--- src/srrw_pkg.sv ---
`timescale 1ns / 1ps
package srrw_pkg;

  localparam int WINDOW_DEF = 16;
  localparam int IDX_W      = 23;
  localparam int OFF_W      = 33;
  localparam int CNT_W      = 10;
  localparam int TOUT_W     = 16;
  localparam int TIME_W     = 32;
  localparam int ADDR_W     = 3;
  localparam int DATA_W     = 32;

  localparam logic [CNT_W-1:0]  SEG_BYTES   = 10'd1000;
  localparam logic [TOUT_W-1:0] TIMEOUT_RST = 16'd1000;

  localparam logic IN_TICK    = 1'b0;
  localparam logic IN_ARRIVAL = 1'b1;

  localparam logic [1:0] OUT_REQUEST  = 2'd0;
  localparam logic [1:0] OUT_DELIVER  = 2'd1;
  localparam logic [1:0] OUT_COMPLETE = 2'd2;

  localparam logic REG_TOTAL   = 1'b0;
  localparam logic REG_TIMEOUT = 1'b1;

  typedef struct packed {
    logic load;
    logic mark_step;
    logic deliver;
    logic done_chk;
    logic request;
    logic scan_init;
    logic tout_step;
    logic finish;
  } cmd_t;

  typedef struct packed {
    logic mark_active;
    logic mark_hit;
    logic can_deliver;
    logic can_request;
    logic is_tick;
    logic tout_active;
  } stat_t;

endpackage

--- src/srrw_regs.sv ---
`timescale 1ns / 1ps
module srrw_regs (
  input  logic                              clk,
  input  logic                              rst_n,
  input  logic                              psel,
  input  logic                              penable,
  input  logic                              pwrite,
  input  logic [srrw_pkg::ADDR_W-1:0]       paddr,
  input  logic [srrw_pkg::DATA_W-1:0]       pwdata,
  output logic [srrw_pkg::DATA_W-1:0]       prdata,
  output logic                              pready,
  output logic [31:0]                       total_bytes,
  output logic [srrw_pkg::TOUT_W-1:0]       retry_ticks
);

  logic [31:0]                 total_r;
  logic [srrw_pkg::TOUT_W-1:0] timeout_r;
  logic                        wr_en;

  assign pready = 1'b1;
  assign wr_en  = psel && penable && pwrite;

  always_ff @(posedge clk) begin
    if (!rst_n) begin
      total_r   <= '0;
      timeout_r <= srrw_pkg::TIMEOUT_RST;
    end else if (wr_en) begin
      unique case (paddr[2])
        srrw_pkg::REG_TOTAL:   total_r   <= pwdata;
        srrw_pkg::REG_TIMEOUT: timeout_r <= pwdata[srrw_pkg::TOUT_W-1:0];
        default: ;
      endcase
    end
  end

  always_comb begin
    unique case (paddr[2])
      srrw_pkg::REG_TOTAL:   prdata = total_r;
      srrw_pkg::REG_TIMEOUT: prdata = {{(srrw_pkg::DATA_W-srrw_pkg::TOUT_W){1'b0}}, timeout_r};
      default:               prdata = '0;
    endcase
  end

  assign total_bytes = total_r;
  assign retry_ticks = timeout_r;

endmodule

--- src/srrw_ctrl.sv ---
`timescale 1ns / 1ps
module srrw_ctrl (
  input  logic            clk,
  input  logic            rst_n,
  input  logic            start,
  output logic            busy,
  input  srrw_pkg::stat_t stat,
  output srrw_pkg::cmd_t  cmd
);

  localparam logic [2:0] S_IDLE  = 3'd0;
  localparam logic [2:0] S_MARK  = 3'd1;
  localparam logic [2:0] S_DELIV = 3'd2;
  localparam logic [2:0] S_REQ   = 3'd3;
  localparam logic [2:0] S_TOUT  = 3'd4;
  localparam logic [2:0] S_FIN   = 3'd5;

  logic [2:0] state_r;
  logic [2:0] state_nxt;

  always_ff @(posedge clk) begin
    if (!rst_n) begin
      state_r <= S_IDLE;
    end else begin
      state_r <= state_nxt;
    end
  end

  always_comb begin
    state_nxt = state_r;
    cmd       = '0;
    unique case (state_r)
      S_IDLE: begin
        if (start) begin
          cmd.load  = 1'b1;
          state_nxt = S_MARK;
        end
      end
      S_MARK: begin
        if (stat.mark_active) begin
          cmd.mark_step = 1'b1;
          if (stat.mark_hit) begin
            state_nxt = S_DELIV;
          end
        end else begin
          state_nxt = S_DELIV;
        end
      end
      S_DELIV: begin
        if (stat.can_deliver) begin
          cmd.deliver = 1'b1;
        end else begin
          cmd.done_chk = 1'b1;
          state_nxt    = S_REQ;
        end
      end
      S_REQ: begin
        if (stat.can_request) begin
          cmd.request = 1'b1;
        end else if (stat.is_tick) begin
          cmd.scan_init = 1'b1;
          state_nxt     = S_TOUT;
        end else begin
          state_nxt = S_FIN;
        end
      end
      S_TOUT: begin
        if (stat.tout_active) begin
          cmd.tout_step = 1'b1;
        end else begin
          state_nxt = S_FIN;
        end
      end
      S_FIN: begin
        cmd.finish = 1'b1;
        state_nxt  = S_IDLE;
      end
      default: state_nxt = S_IDLE;
    endcase
  end

  assign busy = (state_r != S_IDLE);

endmodule

--- src/srrw_dpath.sv ---
`timescale 1ns / 1ps
module srrw_dpath #(
  parameter int WINDOW = srrw_pkg::WINDOW_DEF
) (
  input  logic                              clk,
  input  logic                              rst_n,
  input  srrw_pkg::cmd_t                    cmd,
  output srrw_pkg::stat_t                   stat,
  input  logic                              in_kind,
  input  logic [31:0]                       in_seg_offset,
  input  logic [31:0]                       total_bytes,
  input  logic [srrw_pkg::TOUT_W-1:0]       retry_ticks,
  output logic                              out_valid,
  output logic [1:0]                        out_kind,
  output logic [srrw_pkg::IDX_W-1:0]        out_seg_index,
  output logic [31:0]                       out_byte_offset,
  output logic [srrw_pkg::CNT_W-1:0]        out_byte_count,
  output logic                              out_last
);

  localparam int SW    = (WINDOW > 1) ? $clog2(WINDOW) : 1;
  localparam int IDX_W = srrw_pkg::IDX_W;
  localparam int OFF_W = srrw_pkg::OFF_W;
  localparam int TW    = srrw_pkg::TIME_W;

  function automatic logic [SW-1:0] slot_inc(input logic [SW-1:0] s);
    logic [SW-1:0] r;
    if (s == SW'(WINDOW - 1)) begin
      r = '0;
    end else begin
      r = s + 1'b1;
    end
    return r;
  endfunction

  logic                    kind_r;
  logic [31:0]             off_r;
  logic [TW-1:0]           now_r;
  logic [IDX_W-1:0]        base_r;
  logic [OFF_W-1:0]        base_off_r;
  logic [SW-1:0]           base_slot_r;
  logic [IDX_W-1:0]        nu_r;
  logic [OFF_W-1:0]        nu_off_r;
  logic [SW-1:0]           nu_slot_r;
  logic [IDX_W-1:0]        scan_r;
  logic [OFF_W-1:0]        scan_off_r;
  logic [SW-1:0]           scan_slot_r;
  logic [WINDOW-1:0]       recv_r;
  logic [TW-1:0]           sent_r [WINDOW];
  logic                    done_r;

  logic                    pend_v_r;
  logic [1:0]              pend_kind_r;
  logic [IDX_W-1:0]        pend_idx_r;
  logic [OFF_W-1:0]        pend_off_r;

  logic                    out_valid_r;
  logic [1:0]              out_kind_r;
  logic [IDX_W-1:0]        out_idx_r;
  logic [31:0]             out_off_r;
  logic [srrw_pkg::CNT_W-1:0] out_cnt_r;
  logic                    out_last_r;

  logic [OFF_W-1:0]        total_x;
  logic [OFF_W-1:0]        off_x;
  logic [OFF_W-1:0]        seg_bytes_x;
  logic [OFF_W-1:0]        scan_end;
  logic [IDX_W-1:0]        nu_gap;
  logic [TW-1:0]           age;
  logic                    expired;
  logic                    need_done;

  logic                    cand_v;
  logic [1:0]              cand_kind;
  logic [IDX_W-1:0]        cand_idx;
  logic [OFF_W-1:0]        cand_off;
  logic                    emit_out;

  logic [OFF_W:0]          pend_end;
  logic [OFF_W-1:0]        pend_rem;
  logic [srrw_pkg::CNT_W-1:0] pend_cnt;

  assign total_x     = OFF_W'(total_bytes);
  assign off_x       = OFF_W'(off_r);
  assign seg_bytes_x = OFF_W'(srrw_pkg::SEG_BYTES);
  assign scan_end    = scan_off_r + seg_bytes_x;
  assign nu_gap      = nu_r - base_r;
  assign age         = now_r - sent_r[scan_slot_r];
  assign expired     = !recv_r[scan_slot_r] && (age > TW'(retry_ticks));
  assign need_done   = (base_off_r >= total_x) && !done_r;

  always_comb begin
    stat.mark_active = (kind_r == srrw_pkg::IN_ARRIVAL) && (scan_r != nu_r);
    stat.mark_hit    = (off_x >= scan_off_r) && (off_x < scan_end) && (scan_off_r < total_x);
    stat.can_deliver = (base_off_r < total_x) && (base_r != nu_r) && recv_r[base_slot_r];
    stat.can_request = (nu_gap < IDX_W'(WINDOW)) && (nu_off_r < total_x);
    stat.is_tick     = (kind_r == srrw_pkg::IN_TICK);
    stat.tout_active = (scan_r != nu_r) && (scan_off_r < total_x);
  end

  always_comb begin
    cand_v    = 1'b0;
    cand_kind = srrw_pkg::OUT_REQUEST;
    cand_idx  = '0;
    cand_off  = '0;
    if (cmd.deliver) begin
      cand_v    = 1'b1;
      cand_kind = srrw_pkg::OUT_DELIVER;
      cand_idx  = base_r;
      cand_off  = base_off_r;
    end else if (cmd.done_chk && need_done) begin
      cand_v    = 1'b1;
      cand_kind = srrw_pkg::OUT_COMPLETE;
    end else if (cmd.request) begin
      cand_v    = 1'b1;
      cand_kind = srrw_pkg::OUT_REQUEST;
      cand_idx  = nu_r;
      cand_off  = nu_off_r;
    end else if (cmd.tout_step && expired) begin
      cand_v    = 1'b1;
      cand_kind = srrw_pkg::OUT_REQUEST;
      cand_idx  = scan_r;
      cand_off  = scan_off_r;
    end
  end

  always_ff @(posedge clk) begin
    if (!rst_n) begin
      kind_r      <= srrw_pkg::IN_TICK;
      off_r       <= '0;
      now_r       <= '0;
      base_r      <= '0;
      base_off_r  <= '0;
      base_slot_r <= '0;
      nu_r        <= '0;
      nu_off_r    <= '0;
      nu_slot_r   <= '0;
      scan_r      <= '0;
      scan_off_r  <= '0;
      scan_slot_r <= '0;
      recv_r      <= '0;
      done_r      <= 1'b0;
    end else begin
      if (cmd.load) begin
        kind_r      <= in_kind;
        off_r       <= in_seg_offset;
        scan_r      <= base_r;
        scan_off_r  <= base_off_r;
        scan_slot_r <= base_slot_r;
        if (in_kind == srrw_pkg::IN_TICK) begin
          now_r <= now_r + 1'b1;
        end
      end
      if (cmd.mark_step) begin
        if (stat.mark_hit) begin
          recv_r[scan_slot_r] <= 1'b1;
        end else begin
          scan_r      <= scan_r + 1'b1;
          scan_off_r  <= scan_end;
          scan_slot_r <= slot_inc(scan_slot_r);
        end
      end
      if (cmd.deliver) begin
        recv_r[base_slot_r] <= 1'b0;
        base_r      <= base_r + 1'b1;
        base_off_r  <= base_off_r + seg_bytes_x;
        base_slot_r <= slot_inc(base_slot_r);
      end
      if (cmd.done_chk && need_done) begin
        done_r <= 1'b1;
      end
      if (cmd.request) begin
        recv_r[nu_slot_r] <= 1'b0;
        nu_r      <= nu_r + 1'b1;
        nu_off_r  <= nu_off_r + seg_bytes_x;
        nu_slot_r <= slot_inc(nu_slot_r);
      end
      if (cmd.scan_init) begin
        scan_r      <= base_r;
        scan_off_r  <= base_off_r;
        scan_slot_r <= base_slot_r;
      end
      if (cmd.tout_step) begin
        scan_r      <= scan_r + 1'b1;
        scan_off_r  <= scan_end;
        scan_slot_r <= slot_inc(scan_slot_r);
      end
    end
  end

  always_ff @(posedge clk) begin
    if (cmd.request) begin
      sent_r[nu_slot_r] <= now_r;
    end else if (cmd.tout_step && expired) begin
      sent_r[scan_slot_r] <= now_r;
    end
  end

  // A result leaves only once the next one, or the end of the item, is known,
  // so that the final transfer of each item carries the last flag.
  assign emit_out = pend_v_r && (cand_v || cmd.finish);

  assign pend_end = {1'b0, pend_off_r} + {1'b0, seg_bytes_x};
  assign pend_rem = total_x - pend_off_r;

  always_comb begin
    if (pend_kind_r == srrw_pkg::OUT_COMPLETE) begin
      pend_cnt = '0;
    end else if (pend_end <= {1'b0, total_x}) begin
      pend_cnt = srrw_pkg::SEG_BYTES;
    end else if (total_x > pend_off_r) begin
      pend_cnt = pend_rem[srrw_pkg::CNT_W-1:0];
    end else begin
      pend_cnt = '0;
    end
  end

  always_ff @(posedge clk) begin
    if (!rst_n) begin
      pend_v_r    <= 1'b0;
      out_valid_r <= 1'b0;
    end else begin
      if (cand_v) begin
        pend_v_r <= 1'b1;
      end else if (cmd.finish) begin
        pend_v_r <= 1'b0;
      end
      out_valid_r <= emit_out;
    end
  end

  always_ff @(posedge clk) begin
    if (cand_v) begin
      pend_kind_r <= cand_kind;
      pend_idx_r  <= cand_idx;
      pend_off_r  <= cand_off;
    end
    if (emit_out) begin
      out_kind_r <= pend_kind_r;
      out_idx_r  <= pend_idx_r;
      out_off_r  <= pend_off_r[31:0];
      out_cnt_r  <= pend_cnt;
      out_last_r <= cmd.finish;
    end
  end

  assign out_valid       = out_valid_r;
  assign out_kind        = out_kind_r;
  assign out_seg_index   = out_idx_r;
  assign out_byte_offset = out_off_r;
  assign out_byte_count  = out_cnt_r;
  assign out_last        = out_last_r;

endmodule

--- src/selective_repeat_request_window_core.sv ---
`timescale 1ns / 1ps
// After the accepting edge busy stays high through these steps in order: mark steps (none on
// a tick; on an arrival the scan walks the window to the hit or to the next unsent segment),
// deliveries of in-order segments, a done check, new requests while the window has room, a
// timeout scan on a tick, and a final flush. The next item is taken in the first idle cycle.
// Each result is strobed the cycle after the next result's step, the last in that first idle
// cycle; the receiver cannot stall. Synchronous active-low reset clears control state only.
module selective_repeat_request_window_core #(
  parameter int WINDOW = srrw_pkg::WINDOW_DEF
) (
  input  logic                              clk,
  input  logic                              rst_n,
  input  logic                              start,
  output logic                              busy,
  input  logic                              in_kind,
  input  logic [31:0]                       in_seg_offset,
  output logic                              out_valid,
  output logic [1:0]                        out_kind,
  output logic [srrw_pkg::IDX_W-1:0]        out_seg_index,
  output logic [31:0]                       out_byte_offset,
  output logic [srrw_pkg::CNT_W-1:0]        out_byte_count,
  output logic                              out_last,
  input  logic                              psel,
  input  logic                              penable,
  input  logic                              pwrite,
  input  logic [srrw_pkg::ADDR_W-1:0]       paddr,
  input  logic [srrw_pkg::DATA_W-1:0]       pwdata,
  output logic [srrw_pkg::DATA_W-1:0]       prdata,
  output logic                              pready
);

  srrw_pkg::cmd_t              cmd;
  srrw_pkg::stat_t             stat;
  logic [31:0]                 total_bytes;
  logic [srrw_pkg::TOUT_W-1:0] retry_ticks;

  srrw_regs u_regs (
    .clk         (clk),
    .rst_n       (rst_n),
    .psel        (psel),
    .penable     (penable),
    .pwrite      (pwrite),
    .paddr       (paddr),
    .pwdata      (pwdata),
    .prdata      (prdata),
    .pready      (pready),
    .total_bytes (total_bytes),
    .retry_ticks (retry_ticks)
  );

  srrw_ctrl u_ctrl (
    .clk   (clk),
    .rst_n (rst_n),
    .start (start),
    .busy  (busy),
    .stat  (stat),
    .cmd   (cmd)
  );

  srrw_dpath #(
    .WINDOW (WINDOW)
  ) u_dpath (
    .clk             (clk),
    .rst_n           (rst_n),
    .cmd             (cmd),
    .stat            (stat),
    .in_kind         (in_kind),
    .in_seg_offset   (in_seg_offset),
    .total_bytes     (total_bytes),
    .retry_ticks     (retry_ticks),
    .out_valid       (out_valid),
    .out_kind        (out_kind),
    .out_seg_index   (out_seg_index),
    .out_byte_offset (out_byte_offset),
    .out_byte_count  (out_byte_count),
    .out_last        (out_last)
  );

endmodule
--- config.mk ---
export PLATFORM = sky130hd
export DESIGN_NAME = selective_repeat_request_window_core
export DESIGN_NICKNAME = d
export VERILOG_FILES = /design/src/srrw_pkg.sv /design/src/srrw_regs.sv /design/src/srrw_ctrl.sv /design/src/srrw_dpath.sv /design/src/selective_repeat_request_window_core.sv
export SDC_FILE = /design/constraint.sdc
export NUM_CORES = 2
export LEC_CHECK = 0
export BUFFER_PORTS_ARGS = -buffer_cell sky130_fd_sc_hd__buf_2
export CAP_MARGIN = 10
export CORE_ASPECT_RATIO = 1.75
export CORE_MARGIN = 2
export CORE_UTILIZATION = 63
export DETAILED_ROUTE_END_ITERATION = 6
export PLACE_DENSITY = 0.81
export SYNTH_ARGS = -nofsm -noshare
export SYNTH_HDL_FRONTEND = slang
export SYNTH_SLANG_ARGS = --single-unit
--- constraint.sdc ---
create_clock -name clk -period 11.37 [get_ports clk]
set_input_delay 1.137 -clock clk [delete_from_list [all_inputs] [get_ports clk]]
set_output_delay 1.137 -clock clk [all_outputs]
set_load 0.1 [all_outputs]
==> Yosys cells after proc, flatten, opt, wreduce, memory -nomap -nowiden <==
Memory sizes are Yosys's and may differ from the RTL's. A register that Yosys moved wholly into a read port is not among the register bits.
Cells that the tools add are included.
{ "word_totals": {"out_inout_bits": 103, "elab_cells": 194, "n_memories": 1, "in_bits": 74, "ramBits": 512, "regBits": 441} }
{ "op_classes": {"eq_ne": 16, "n_bitwise": 8, "add_sub_neg": 14, "n_mux": 82, "n_reduce_logical": 29, "n_lt_le_gt_ge": 16} }
{ "memory_table": {"columns": ["name", "words", "width", "rd", "rd_ports_with_merged_regs", "write_ports", "line_no", "text"], "rows": [
  ["u_dpath.sent_r", 16, 32, 1, 1, 1, "srrw_dpath.sv:49", "logic [TW-1:0] sent_r [WINDOW];"]
]} }
{ "ops": {"columns": ["operator", "n"], "rows": [
  ["2-to-1 mux 33 bit", 9],
  ["2-to-1 mux 23 bit", 9],
  ["adder 33 x 10 -> 33 bit (second input constant)", 3],
  ["less-than comparator 33 x 32 -> 1 bit", 3],
  ["2-to-1 mux 16 bit", 6],
  ["adder 23 x 1 -> 23 bit (second input constant)", 3],
  ["case mux 32 bit (2 select lines)", 1],
  ["!= test 23 bit", 2],
  ["2-to-1 mux 4 bit", 10],
  ["adder 33 x 10 -> 34 bit (second input constant)", 1],
  ["less-or-equal comparator 34 x 32 -> 1 bit", 1],
  [">= comparator 32 x 33 -> 1 bit", 1],
  [">= comparator 33 x 32 -> 1 bit", 1],
  ["greater-than comparator 32 x 33 -> 1 bit", 1],
  ["less-than comparator 32 x 33 -> 1 bit", 1],
  ["adder 32 x 1 -> 32 bit (second input constant)", 1],
  ["bitwise AND 16 bit", 2],
  ["greater-than comparator 32 x 16 -> 1 bit", 1],
  ["2-to-1 mux 32 bit", 1],
  ["NOT 16 bit", 2],
  ["OR reduction 32 bit", 1],
  ["subtractor 32 bit", 1],
  ["2-to-1 mux 1 bit", 29],
  ["less-than comparator 23 x 5 -> 1 bit (second input constant)", 1],
  ["other kinds (29)", 74]
]} }

==> Logic depth before layout (Yosys ltp) <==
{ "logic_depth": {"depth_word": 13, "ltp_mapped": 28, "mapped_depth_nobuf": 22} }

==> Modules after synthesis <==
Synthesis repeated with hierarchy kept, for this count alone.
{ "hier_totals": {"hier_cells": 4192, "area_unflattened_um2": 49556.3} }
{ "by_module_without_submodules": {"columns": ["mod", "seq_area_each_um2", "n_inst", "area_per_inst_um2", "cells_per_inst"], "rows": [
  ["srrw_dpath", 24323.3, 1, 47065.1, 3920],
  ["srrw_regs", 960.9, 1, 2245.9, 239],
  ["srrw_ctrl", 60.1, 1, 245.2, 33]
]} }

==> Least setup slack after synthesis <==
OpenSTA, ideal clock, no wires.
{ "synth_path": {"path_type": "register -> register", "startpoint": "reg u_dpath.scan_slot_r[0]", "endpoint": "reg u_dpath.out_cnt_r (netlist bit u_dpath.out_byte_count[0]) (enable)", "setup_slack_ps": 1696, "t_required_ps": 10835, "setup_ps": 535, "path_buffers": 5, "period_less_slack_ps": 9674, "arrival_ps": 9139, "path_stages_with_launch": 27, "cell_sequence": "dfxtp_1 -> buf_6 -> clkbuf_1 -> buf_1 -> buf_1 -> mux4_2 -> mux4_2 -> ha_1 -> fa_1 -> nand2b_1 -> a21oi_1 -> o21ai_0 -> nand2_1 -> a21oi_1 -> o21ai_0 -> xor2_1 -> ha_1 -> nand2_1 -> o21ai_0 -> mux2_2 -> o41ai_1 -> o2111ai_1 -> nor4_2 -> nand4b_2 -> nand2_1 -> buf_2 -> a31oi_1"} }
{ "synth_between": {"elab_chain_len": 11} }
{ "synth_lines": {"columns": ["item", "line_no", "text"], "rows": [
  ["start: declaration", "srrw_dpath.sv:47", "logic [SW-1:0] scan_slot_r;"],
  ["start signal: assignment", "srrw_dpath.sv:149", "scan_slot_r <= base_slot_r;"],
  ["start signal: assignment", "srrw_dpath.sv:160", "scan_slot_r <= slot_inc(scan_slot_r);"],
  ["start signal: assignment", "srrw_dpath.sv:181", "scan_slot_r <= base_slot_r;"],
  ["binary-select mux 1 bit (select 4 bit)", "srrw_dpath.sv:89", "assign expired = !recv_r[scan_slot_r] && (age > TW'(retry_ticks));"],
  ["2-to-1 mux 1 bit (not written as such)", "srrw_dpath.sv:89", null],
  ["zero test 1 bit", "srrw_dpath.sv:89", null],
  ["logical AND 1 bit", "srrw_dpath.sv:89", null],
  ["logical AND 1 bit", "srrw_dpath.sv:119", "end else if (cmd.tout_step && expired) begin"],
  ["2-to-1 mux 1 bit", "srrw_dpath.sv:119", null],
  ["2-to-1 mux 1 bit", "srrw_dpath.sv:114", "end else if (cmd.request) begin"],
  ["2-to-1 mux 1 bit", "srrw_dpath.sv:111", "end else if (cmd.done_chk && need_done) begin"],
  ["2-to-1 mux 1 bit", "srrw_dpath.sv:106", "if (cmd.deliver) begin"],
  ["logical OR 1 bit", "srrw_dpath.sv:201", "assign emit_out = pend_v_r && (cand_v || cmd.finish);"],
  ["logical AND 1 bit", "srrw_dpath.sv:201", null],
  ["named net u_dpath.emit_out", "srrw_dpath.sv:77", "logic emit_out;"],
  ["end signal: assignment", "srrw_dpath.sv:242", "out_cnt_r <= pend_cnt;"],
  ["end: declaration", "srrw_dpath.sv:61", "logic [srrw_pkg::CNT_W-1:0] out_cnt_r;"]
]} }
The timed path passes the listed nets, and every way through them passes these cells. The select of a mux whose other input is x is not followed.
A chain may end at the register's enable or synchronous reset.

==> Worst setup path after layout <==
{ "layout_path": {"startpoint": "reg u_dpath.scan_slot_r[0]", "endpoint": "mem u_dpath.sent_r[2][11] in the netlist's numbering (enable)"} }
{ "layout_between": {"elab_chain_len": 10, "word_cells_on_any_way": 11, "cone_classes": "mux (7); reduce/logical (4)"} }
{ "layout_lines": {"columns": ["item", "line_no", "text"], "rows": [
  ["binary-select mux 1 bit (select 4 bit)", "srrw_dpath.sv:89", null],
  ["2-to-1 mux 1 bit (not written as such)", "srrw_dpath.sv:89", null],
  ["zero test 1 bit", "srrw_dpath.sv:89", null],
  ["logical AND 1 bit", "srrw_dpath.sv:89", null],
  ["logical AND 1 bit", "srrw_dpath.sv:194", "end else if (cmd.tout_step && expired) begin"],
  ["2-to-1 mux 1 bit", "srrw_dpath.sv:194", null],
  ["2-to-1 mux 1 bit", "srrw_dpath.sv:192", "if (cmd.request) begin"],
  ["2-to-1 mux 1 bit (not written as such)", "srrw_dpath.sv:195", "sent_r[scan_slot_r] <= now_r;"],
  ["OR reduction 32 bit (no line)", null, null],
  ["2-to-1 mux 4 bit (no line) / 2-to-1 mux 1 bit (equally long branches)", null, null],
  ["end: declaration", "srrw_dpath.sv:49", null]
]} }
Several ways; a longest one is shown, not always the timed one. The select of a mux whose other input is x is not followed.

==> run summary <==
For the worst setup path, the data required time is 11700 ps. Power comes to 7.23 mW. The detail-routed via count per cell works out to 6.66. Detailed placement finished with a half-perimeter wire length of 97000 µm.

The run gives 0 ps as the setup TNS. IR analysis of the VDD net gives a maximum drop of 0.000145 V. The run gives 213000 µm as the wire length of the first global-routing pass. Of the synthesized area, sequential elements account for 51.9%. The layout overhead on the synthesized area works out to 9.95%.

The number of buffers between clock root and the deepest sink was 3. For this run, global-route usage on met2 was measured as 62.3%. Yosys mapped a number of flops with a built-in enable equal to 638. The endpoint arrival time on the critical path is 9150 ps. For this design the static power due to leakage is 19.5 nW. In the synthesized netlist, the number of instances is 4279.

Summed over all layers, the routed wires come to 142000 µm. The met3 routing resource usage after global routing is 6.03%, and the highest clock rate is 0.113 GHz. The synthesis warning total was 0. The flow ran to the end, and the final reports show no timing, DRC or antenna violations. At the end of the flow, the number of nets in the layout was 4759. In this run the worst hold path is classified as reg -> reg.

The count of instances resized after the clock tree is built is 0, and the area fraction of the dominant cell type after synthesis is 39.2%. The number of hold-slack violations in the final timing report is 0, and the post-synthesis register bit count is 947. Die extent in x: 215 µm. The initial utilization of the core area, before any placement, comes to 63.4%. The initial antenna violation count was 2; the die area was 79900 µm². The number of remaining DRC errors is 0. The worst setup path is captured at a register. The share of the cycle needed by the critical path after routing is 77.6%. The tools report the via count of the first global-routing pass as 36100. met2 is the most crowded layer.

The floorplan step set the die height to 372 µm. In this run the tool buffered the top-level ports with 173 buffer cells. Clock transition at the registers of the reported paths: 60 ps. The total track usage is 35.5%, and the total global routing overflow is 0.

The total clock sinks is 947, and the fraction of synthesis flops using an asynchronous set or reset pin is 0%. The max-slew headroom at the worst pin is 26.9%. TritonCTS built the clock tree. For the number of buffers inserted to repair setup after CTS, the log shows 0. The maximum fanout along the worst path is 43. The classification of the worst setup path is reg -> reg. By area the synthesized netlist is led by edfxtp_1 (39%), dfxtp_1 (13%), ha_1 (7.8%). The number of hold buffers added after CTS was 0. The core region is 77000 µm². The run gives 5478 as the number of standard cells in the final layout excluding fillers. The master cell of the clock root buffer is clkbuf_16.

The primary flip-flop cell chosen by synthesis mapping was edfxtp_1. The logs give 3113 for the violation count after the first detailed-route iteration and 6 for the length of the first detailed-routing pass in iterations. The synthesized design spends more area on one cell type than any other, namely edfxtp_1. After layout, the minimum clock period comes to 8820 ps. The logs give 32.8 ps for the worst-case clock skew and 110 for the maximum number of pins on one net before global-route repair.

The detail route stage leaves a number of antenna-violating nets equal to 0. Setup repair after global routing left no endpoint under its margin. Fraction of layout cells with a size suffix above 1: 13.6%. Max-cap violations in this run came to 0. A synthesized cell averages 11.4 µm². Power spread over the standard cell area amounts to 135 nW/µm². The floorplan has 135 rows.

For this block, the via count after detailed routing is 36500. The worst setup path is launched from a register. The insertion delay of the later-clocked pin in the worst-skew pair was 710 ps; the number of buffers inserted during clock tree synthesis was 85. Dividing the detail-routed wire length by the instance count gives 25.9 µm. Setup violations remaining at the end of the flow were counted as 0. Including well taps, the total number of placed cells is 5318.

For the number of max-slew violations in the final report, the log shows 0. The number of nets in the synthesized netlist is 4660, and the H-tree depth reported by CTS is 3. Cell area after synthesis: 48900 µm². For the fraction of met1 tracks used by global routing, the log shows 38.1%. The count of cell types in the netlist was 87; the placer congestion estimate was 1.01. Pin placement for this block handled 177 I/O pins.

At the pin with the least slew margin, the transition time is 1100 ps.
==> worst paths after layout <==
check	from	endpoint	slack (ps)	cells past startpoint
setup / recovery	u_dpath.scan_slot_r[0]	u_dpath.sent_r[2][11]	2550	21
hold / removal	u_dpath.pend_idx_r[14]	u_dpath.out_seg_index[14]	420	0
setup reg to reg	u_dpath.scan_slot_r[0]	u_dpath.sent_r[2][11]	2550	21
hold reg to reg	u_dpath.pend_idx_r[14]	u_dpath.out_seg_index[14]	420	0
==> area by class of cell <==
type	count	area, µm²
Clock inverter	49	557
Antenna cell	1	2.50
Fill cell	5468	23300
Multi-Input combinational cell	2892	22100
Timing Repair Buffer	230	1290
Sequential cell	947	25400
Clock buffer	110	2320
Tap cell	1027	1280
Inverter	222	841
==> cells in the mapped netlist (23+ instances only) <==
master      n
a211oi_1   35
a21o_1     83
a21oi_1   324
a221o_1    24
a22oi_1    45
a31oi_1    59
and2_1     26
and3_1     46
clkbuf_1  172
dfxtp_1   309
edfxtp_1  638
ha_1      305
inv_1     222
mux2i_1    34
mux4_2    168
nand2_1   409
nand2b_1   24
nand3_1   114
nand4_1   104
nor2_1    242
nor2b_1    36
nor3_1     88
nor4_1     30
o211ai_1   39
o21a_1     23
o21ai_0   171
or3_1      51
xnor2_1   126
xor2_1     69
==> stage by stage <==
stage | hold slack, ps | utilization [%] | area [µm²] | setup WS [ps]
after floorplan | 400 | - | 48900 | 1700
after global placement | 405 | 66.0 | 50800 | 2600
after detailed placement | 405 | 66.0 | 50800 | 2450
after CTS | 421 | 69.7 | 53700 | 2440
after global routing | 426 | 69.7 | 53700 | 2020
final | 418 | 69.7 | 53700 | 2550
==> cell families after synthesis <==
family                     synth area share (%)
AOI/OAI and AO/OA                          12.1
xor gates and xnor gates                   3.53
adders and majority gates                  7.89
buffers and inverters                      3.50
DFF                                        51.9
muxes                                      8.62
other                                    0.0154
and+or+nand+nor                            12.5
==> critical path: stages, from the launching register on <==
cell       delay, ps
dfxtp_4          870
mux4_2           650
mux4_2           520
inv_1            190
ha_1             290
o211ai_1         100
a21oi_1           80
o21ai_0          820
nand2_1          210
a21oi_1          220
o21ai_0          110
xor2_1           170
ha_1             320
nand2_1           60
o21ai_0           80
o41ai_1          740
o2111ai_1        240
nor4_2           480
and4b_2          370
o211ai_1         300
a22oi_2          910
buf_4            610
==> per-layer routing <==
metal  wire length [µm]  part of all wire [%]
met1              47800                    34
met2              71900                    51
met3               9760                   6.9
met4              12400                   8.7
met5                 10                0.0070
==> report_power, final <==
part,switching (mW),internal (mW)
Combinational,0.381,0.161
Sequential,0.0427,3.68
Clock,1.34,1.63
==> cell usage in the layout (no fill, tap or decap), types with 46 or more instances in the layout <==
master and count:
nor2_1 239, o21ai_0 171, xnor2_1 126, dfxtp_1 305, nand3_1 114, nand2_1 408
xor2_1 69, buf_4 57, a21o_1 83, nor3_1 88, clkbuf_16 87, buf_2 173
ha_1 305, a21oi_1 322, mux4_2 168, edfxtp_1 638, nand4_1 104, and3_1 46
inv_1 221, or3_1 51, a31oi_1 58
==> registers in the layout (all words and copies together) (netlist names), 30 cells and up <==
| register | flops |
|---|---|
| u_dpath.sent_r | 512 |
| u_dpath.now_r | 32 |
| u_dpath.off_r | 32 |
| u_regs.total_bytes | 32 |
| u_dpath.base_off_r | 30 |
| u_dpath.out_byte_offset | 32 |
| u_dpath.scan_off_r | 33 |
| u_dpath.nu_off_r | 30 |
| u_dpath.pend_off_r | 33 |
Note: power is estimated with default switching activity, not from simulation.
